[config.mk]
export PLATFORM = sky130hd
export DESIGN_NAME = lzd_front
export DESIGN_NICKNAME = d
export VERILOG_FILES = /design/src/lzd_pkg.sv /design/src/lzd_front.sv
export VERILOG_INCLUDE_DIRS = /design/src /design/src/src
export SDC_FILE = /design/constraint.sdc
export NUM_CORES = 1
export LEC_CHECK = 0
export ABC_AREA = 1
export BUFFER_PORTS_ARGS = -buffer_cell sky130_fd_sc_hd__buf_4
export CAP_MARGIN = 20
export CORE_MARGIN = 2
export CORE_UTILIZATION = 50
export DETAILED_ROUTE_END_ITERATION = 6
export GPL_TIMING_DRIVEN = 0
export HOLD_SLACK_MARGIN = 0.05
export PLACE_DENSITY = 0.82
export SYNTH_ARGS = -nofsm -noshare
export SYNTH_HDL_FRONTEND = slang
export SYNTH_SLANG_ARGS = --single-unit
[constraint.sdc]
create_clock -name i_clk -period 2.27 [get_ports i_clk]
set_input_delay 0.227 -clock i_clk [delete_from_list [all_inputs] [get_ports i_clk]]
set_output_delay 0.227 -clock i_clk [all_outputs]
set_load 0.02 [all_outputs]
[src/lz78_phrase_decoder_unit_assert.svh]
// Assertion macros for the LZ78 phrase decoder.
// Included by the RTL files that carry concurrent checks; no other dependencies.
`ifndef LZ78_PHRASE_DECODER_UNIT_ASSERT_SVH
`define LZ78_PHRASE_DECODER_UNIT_ASSERT_SVH
`ifndef SYNTHESIS
`define LZD_ASSERT(lbl, clk, rst_n, prop) \
    lbl: assert property (@(posedge clk) disable iff (!rst_n) prop) \
        else $error("lzd assertion failed");
`define LZD_ASSERT_NEVER(lbl, clk, rst_n, cond) \
    lbl: assert property (@(posedge clk) disable iff (!rst_n) !(cond)) \
        else $error("lzd forbidden condition seen");
`else
`define LZD_ASSERT(lbl, clk, rst_n, prop)
`define LZD_ASSERT_NEVER(lbl, clk, rst_n, cond)
`endif
`endif

[src/lzd_pkg.sv]
// Shared types and constants of the LZ78 phrase decoder.
// No dependencies; used by lzd_front, lzd_back and the top level.
`default_nettype none
package lzd_pkg;
    localparam int DICT_ENTRIES_DEF = 4096;
    localparam int MAX_PHRASE_DEF   = 64;
    localparam int IDX_W            = 16;
    localparam int BYTE_W           = 8;
    localparam int LEN_W            = 7;
    localparam int ST_W             = 2;
    localparam int IN_TDATA_W       = 24;
    localparam int QUEUE_DEPTH      = 2;

    localparam logic [ST_W-1:0] ST_OK        = 2'd0;
    localparam logic [ST_W-1:0] ST_BAD_INDEX = 2'd1;
    localparam logic [ST_W-1:0] ST_FULL      = 2'd2;
    localparam logic [ST_W-1:0] ST_TOO_LONG  = 2'd3;

    typedef struct packed {
        logic              start_new;
        logic              idx_zero;
        logic [IDX_W-1:0]  phrase_index;
        logic [BYTE_W-1:0] literal;
    } t_token;
endpackage
`default_nettype wire

[src/lzd_front.sv]
// Token intake: unpacks and classifies input items into a short queue.
// Depends on lzd_pkg and the assertion macro header.
`default_nettype none
`include "lz78_phrase_decoder_unit_assert.svh"
module lzd_front (
    input  wire logic                          i_clk,
    input  wire logic                          i_rst_n,
    input  wire logic                          i_tvalid,
    output logic                               o_tready,
    input  wire logic [lzd_pkg::IN_TDATA_W-1:0] i_tdata,
    input  wire logic                          i_tuser,
    output logic                               o_valid,
    output lzd_pkg::t_token                    o_tok,
    input  wire logic                          i_pop
);
    import lzd_pkg::*;

    localparam int QW = (QUEUE_DEPTH > 1) ? $clog2(QUEUE_DEPTH) : 1;
    localparam int CNTW = $clog2(QUEUE_DEPTH + 1);

    t_token          r_q [QUEUE_DEPTH];
    logic [QW-1:0]   r_wr, r_rd;
    logic [CNTW-1:0] r_cnt;
    logic            push;
    t_token          tok_in;

    assign o_tready = (r_cnt != CNTW'(QUEUE_DEPTH));
    assign push     = i_tvalid && o_tready;
    assign o_valid  = (r_cnt != '0);
    assign o_tok    = r_q[r_rd];

    always_comb begin
        tok_in.start_new    = i_tuser;
        tok_in.phrase_index = i_tdata[IDX_W-1:0];
        tok_in.literal      = i_tdata[IDX_W +: BYTE_W];
        tok_in.idx_zero     = (i_tdata[IDX_W-1:0] == '0);
    end

    always_ff @(posedge i_clk) begin
        if (push) begin
            r_q[r_wr] <= tok_in;
        end
    end

    always_ff @(posedge i_clk) begin
        if (!i_rst_n) begin
            r_wr  <= '0;
            r_rd  <= '0;
            r_cnt <= '0;
        end else begin
            if (push) begin
                r_wr <= (r_wr == QW'(QUEUE_DEPTH - 1)) ? '0 : r_wr + 1'b1;
            end
            if (i_pop) begin
                r_rd <= (r_rd == QW'(QUEUE_DEPTH - 1)) ? '0 : r_rd + 1'b1;
            end
            case ({push, i_pop})
                2'b10:   r_cnt <= r_cnt + 1'b1;
                2'b01:   r_cnt <= r_cnt - 1'b1;
                default: r_cnt <= r_cnt;
            endcase
        end
    end

    `LZD_ASSERT_NEVER(a_no_underflow, i_clk, i_rst_n, i_pop && r_cnt == '0)
    `LZD_ASSERT(a_cnt_bound, i_clk, i_rst_n, r_cnt <= CNTW'(QUEUE_DEPTH))
    `LZD_ASSERT(a_cnt_hold, i_clk, i_rst_n, !push && !i_pop |=> $stable(r_cnt))
endmodule
`default_nettype wire

==> out/results.tsv, run 1 <==
metric	value	unit
status	complete, no violations	
clock sinks	57	
register area share after synthesis	73.8	%
Num CTS Buffers	9	
total number of vias	1279	
share of cells above drive strength 1	51.3	%
Setup CP Type	flop to flop	
Inserted Diodes	0	
Final setup viols	0	
syn nets	156	
startpoint types	flop	
Clock transition at path regs	0.06	ns
# IOs	57	
Pwr Density	855	nW/um^2
placed cell areas	2800	sq um
slew margin rel.	57.2	%
critical path's slowest cell	nor2_2	
Setup crit end kind	flop	
CP arrival	1.81	ns
area added between synthesis and finish	31.9	%
die height	71.1	microns
die width	71.1	microns
via/cell ratio	5.10	
Slew Limit Fails	0	
synthesized area per cell	17.9	sq um
Placement Setup Slack	0.523	ns
Final ANT Viol Nets	0	
Hold Crit Class	input pin to flop	
fmax	0.565	GHz
Final Cycle Share	78.0	%
hold_ws	0.0788	ns
GRT Util Overall	16.1	%
antenna violations before repair	0	
Routed wire per std cell	15.0	microns
Max FO, Critical Path	18	
Worst path max stage delay	0.54	ns
Final TNS setup	0	ns
Initial Util	51.7	%
Rows	24	
Min Clock Period, post-route	1.77	ns
routability cong.	0.704	
CTS Root Cell	clkbuf_8	
CTS tree	yes	
WP data required	2.31	ns
Max H-tree Level	3	
grt total ovfl	0	
vias in the first global route	1290	
leakage	1.20	nW
final hold viol count	0	
Synth Register Bits	57	
final WL	3.77	mm
CTS Hold Bufs	0	
Post-Syn Area	2250	sq um
design area	2970	sq um
dpl hpwl	2.71	mm
Finished Layout Cells	251	
commonest cells after routing, fill and taps aside	56 x buf_4, 52 x edfxtp_1, 20 x mux2_4, 17 x nor2_1, 10 x nand2_1	
Tot Pwr	2.54	mW
final worst setup slack	0.500	ns
Worst Tran Pin Value	0.642	ns
most common cell after layout, fill and taps aside	buf_4	
Die Area	5060	sq um
Clk Latency, worst-skew pair	0.33	ns
# DRC	0	
Layout Nets	225	
port bufs	56	
Final Util	68.2	%
placed cell count	236	
Max VDD drop	0.468	mV
post-CTS setup buffers	0	
clock skew	0.00346	ns
total core area	4350	sq um
max_cap viols	0	
PostCTS Resize Cnt	0	
drt pass-1 iters	4	
first-pass GRT wire length	5.82	mm
CP most frequent cell	nand2_1	
post-synth cell types	15	
Longest Clk Path Bufs	2	
RSZ-0062 raised after global routing	false	
starting DRC count in detailed routing	111	
Yosys Warn Count	0	
largest net degree at the start of global routing	19	
cells after synthesis	126	
crit-path cells	inv_2, nand2_1, nand2_1, nor2_2, buf_16	
[final timing paths]
path,start,end,slack [ns],cells past startpoint
setup reg to reg,r_cnt[0],r_q[1][1],0.50,5
hold reg to reg,r_rd,flop,0.52,2
setup / recovery,r_cnt[0],r_q[1][1],0.50,5
hold / removal,i_tdata[22],r_q[1][6],0.08,1
[critical path, delay by kind of cell, from the launching register on]
kind | cells | cell delay [ns]
buffers and inverters | 2 | 0.30
flip-flops | 1 | 0.40
AND/OR/NAND/NOR | 3 | 0.78
[kinds of logic after synthesis]
family / Yosys count / synth area share, %
buffers and inverters: 7 / 2.94
adder cells (fa/ha/maj): 1 / 0.555
multiplexers: 26 / 16.3
AO/OA/AOI/OAI: 2 / 0.444
flip-flops: 57 / 73.8
AND/OR/NAND/NOR: 33 / 5.94
[state kept, by name, indices dropped and copies added (netlist names), named ones only]
| name | cells |
|---|---|
| r_cnt | 2 |
| r_rd | 1 |
| r_q | 52 |
| r_wr | 1 |
[Yosys cell counts, drive strengths merged]
cell / n / share of area, %
edfxtp: 52 / 69
nor2: 19 / 3.2
or2: 1 / 0.28
o21ai: 1 / 0.22
inv: 4 / 0.67
nand4: 3 / 0.83
dfxtp: 5 / 4.4
a21oi: 1 / 0.22
nand2: 10 / 1.7
ha: 1 / 0.56
buf: 3 / 2.3
mux2: 26 / 16
[report_power, final]
| group | leakage, nW | switching, mW | internal (mW) |
|---|---|---|---|
| sequential | 0.527 | 0.0247 | 1.24 |
| combinational | 0.584 | 0.219 | 0.222 |
| clock | 0.0890 | 0.354 | 0.482 |
| total | 1.20 | 0.597 | 1.94 |
[final cells by class]
type	count	area, sq um
fillers	303	1380
flip-flops and latches	57	1660
repair buffers	58	475
well taps	52	65.1
plain buffers	3	51.3
clock inverters	6	50.0
clock buffers	9	124
multi-input cells	62	529
inverters	4	15.0
[per-layer routing]
layer | wire length (microns) | GRT usage (%) | share of wire (%)
met1 | 1380 | 17.2 | 37
met2 | 2010 | 27.0 | 53
met3 | 279 | 5.27 | 7.4
met4 | 100 | 10.7 | 2.7
met5 | 0 | 0 | 0
Power figures use the tool's default switching activity.
==> inputs of run 2 (changes only) <==
==> constraint.sdc (replaced) <==
create_clock -name i_clk -period 1.7 [get_ports i_clk]
set_input_delay 0.17 -clock i_clk [delete_from_list [all_inputs] [get_ports i_clk]]
set_output_delay 0.17 -clock i_clk [all_outputs]
set_load 0.02 [all_outputs]
==> run 2 against run 1 <==
Sequential power rose by 34%. Clock power increased by 12%. Total power increased by 29%. Clock skew grew 0.0020 ns. Sequential cell count stayed put. Cell count is 10% higher. Worst hold slack improved by 0.024 ns. Combinational power rose by 46%. First-iteration DRC count shrank 14%. Global-route usage up 2.1 points. Critical path type is now flop to primary output. Largest power group unchanged. Highest routed layer unchanged.
==> out/results.tsv, run 2 (same netlist as run 1, synthesis figures left out) <==
metric	value	unit	change
Worst path depth	4		was 5
total core area	4350	sq um	unchanged
Final TNS setup	0	ns	unchanged
startpoint types	flop		unchanged
Max VDD drop	0.572	mV	was 0.468 mV
# DRC	0		unchanged
R2R cell count	5		unchanged
dpl hpwl	2.70	mm	was 2.71 mm
P_sw	0.784	mW	was 0.597 mW
Hold Crit Depth	3		was 1
via/cell ratio	4.84		was 5.10
Slew Limit Fails	0		unchanged
final WL	4.04	mm	was 3.77 mm
Routed wire per std cell	14.6	microns	was 15.0 microns
Final setup viols	0		unchanged
Longest Clk Path Bufs	2		unchanged
first-pass GRT wire length	6.62	mm	was 5.82 mm
sw frac	24.0	%	was 23.5%
WP data required	1.53	ns	was 2.31 ns
Clk Latency, worst-skew pair	0.32	ns	was 0.33 ns
Top Registers	r_q: 52 flops, r_cnt: 2 flops		unchanged
Top delay family on crit path	buffers and inverters		was simple AND/OR/NAND/NOR gates
vias in the first global route	1416		was 1290
critical path's slowest cell	dfxtp_1		was nor2_2
die width	71.1	microns	unchanged
Num CTS Buffers	9		unchanged
routability cong.	0.693		was 0.704
design area	3210	sq um	was 2970 sq um
final hold viol count	0		unchanged
Setup CP Type	flop to primary output		was flop to flop
antenna violations before repair	0		unchanged
largest net degree at the start of global routing	19		unchanged
slew margin rel.	75.4	%	was 57.2%
Final Util	73.6	%	was 68.2%
Max FO, Critical Path	10		was 18
GRT Util Overall	18.2	%	was 16.1%
total number of vias	1341		was 1279
Worst Tran Pin Value	0.368	ns	was 0.642 ns
Clk network pwr share	28.6	%	was 32.9%
Tot Pwr	3.27	mW	was 2.54 mW
CTS Root Cell	clkbuf_8		unchanged
Max H-tree Level	3		unchanged
die height	71.1	microns	unchanged
Pwr Density	1020	nW/um^2	was 855 nW/um^2
combinational power share	19.7	%	was 17.4%
area added between synthesis and finish	42.4	%	was 31.9%
CTS tree	yes		unchanged
clock skew	0.00550	ns	was 0.00346 ns
Layout Nets	253		was 225
commonest cells after routing, fill and taps aside	59 x buf_4, 52 x edfxtp_1, 25 x dlygate4sd3_1, 20 x mux2_4, 17 x nor2_1		was 56 x buf_4, 52 x edfxtp_1, 20 x mux2_4, 17 x nor2_1, 10 x nand2_1
Final Cycle Share	93.7	%	
Rows	24		unchanged
Inserted Diodes	0		unchanged
Die Area	5060	sq um	unchanged
Worst path max stage delay	0.32	ns	was 0.54 ns
Top reg by flops	r_q		unchanged
RSZ-0062 raised after global routing	false		unchanged
Int Power	2.48	mW	was 1.94 mW
Clock transition at path regs	0.05	ns	was 0.06 ns
Setup crit end kind	primary output		was flop
Seq pwr share	51.7	%	was 49.7%
status	complete, no violations		unchanged
Buf+Inv Stages, Crit Path	3		was 2
Hold Crit Class	input pin to flop		unchanged
# IOs	57		unchanged
CP arrival	1.42	ns	was 1.81 ns
Initial Util	51.7	%	unchanged
crit-path cells	buf_6, buf_12, mux2_4, buf_4		was inv_2, nand2_1, nand2_1, nor2_2, buf_16
grt total ovfl	0		unchanged
drt pass-1 iters	4		unchanged
Final ANT Viol Nets	0		unchanged
port bufs	56		unchanged
share of cells above drive strength 1	45.8	%	was 51.3%
Largest register FFs	52		unchanged
leakage	1.30	nW	was 1.20 nW
max_cap viols	0		unchanged
starting DRC count in detailed routing	96		was 111
clock sinks	57		unchanged
most common cell after layout, fill and taps aside	buf_4		unchanged
placed cell areas	2790	sq um	was 2800 sq um
Min Clock Period, post-route	1.59	ns	
fmax	0.628	GHz	
==> run 2: cell count changes in the layout (fill, tap and decap cells not counted), moves of 2 or more <==
cell	before	now
buf_4	56	59
dlygate4sd3_1	0	25
nor2_2	2	0
nor2_4	0	2
==> run 2: metal layers <==
metal  part of all wire (%)  vias up  wire [microns]  GRT usage, %
met2                     52       48            2090          30.0
met5                      0        -               0             0
met3                    6.3        6             256          6.55
li1                       -      658               -             -
met4                    1.6        0              66          9.43
met1                     40      629            1630          20.9
==> run 2: area by class of cell <==
cell class / instances / area [sq um]
flip-flops and latches: 57 / 1660
fillers: 281 / 1150
repair buffers: 86 / 736
multi-input cells: 62 / 539
clock buffers: 10 / 128
well taps: 52 / 65.1
plain buffers: 3 / 51.3
inverters: 4 / 15.0
clock inverters: 3 / 11.3
==> run 2: path summary, 6_finish.rpt <==
kind	endpoint	slack, ns	from
worst min register to register	flop	0.49	r_rd
worst max register to register	r_q[1][2]	0.11	r_cnt[0]
worst max-delay path	o_tok[19]	0.11	flop
worst min-delay path	flop	0.10	i_pop
==> run 2: power groups by stage <==
stage	Clock, mW	Sequential, mW	Combinational (mW)
after global routing	1.03	1.70	0.689
after detailed placement	0	1.72	0.585
after CTS	0.966	1.69	0.636
final	0.934	1.69	0.643
after floorplan	0	1.71	0.342
after global placement	0	1.71	0.543
==> run 2: what timing repair did <==
action | in CTS | in global routing
pin swaps | 0 | 1
endpoints found under the hold margin | 50 | 0
hold buffers | 25 | 0
setup endpoints to repair | 33 | 15
gates resized for setup | 2 | 0
buffers inserted | 0 | 3
==> run 2: worst register-to-register path, stage by stage (launching register included) <==
cell	delay [ns]
dfxtp_1	0.39
inv_2	0.08
nand2_1	0.08
nand2_1	0.18
nor2_4	0.36
buf_16	0.21
==> run 2: through the flow <==
step	worst slack (ns)	cells	hold WS, ns
after floorplan	-0.161	126	0.269
after global placement	-0.322	234	0.357
after detailed placement	-0.101	236	0.360
after CTS	0.0587	274	0.0812
after global routing	0.00867	277	0.0916
final	0.107	277	0.103
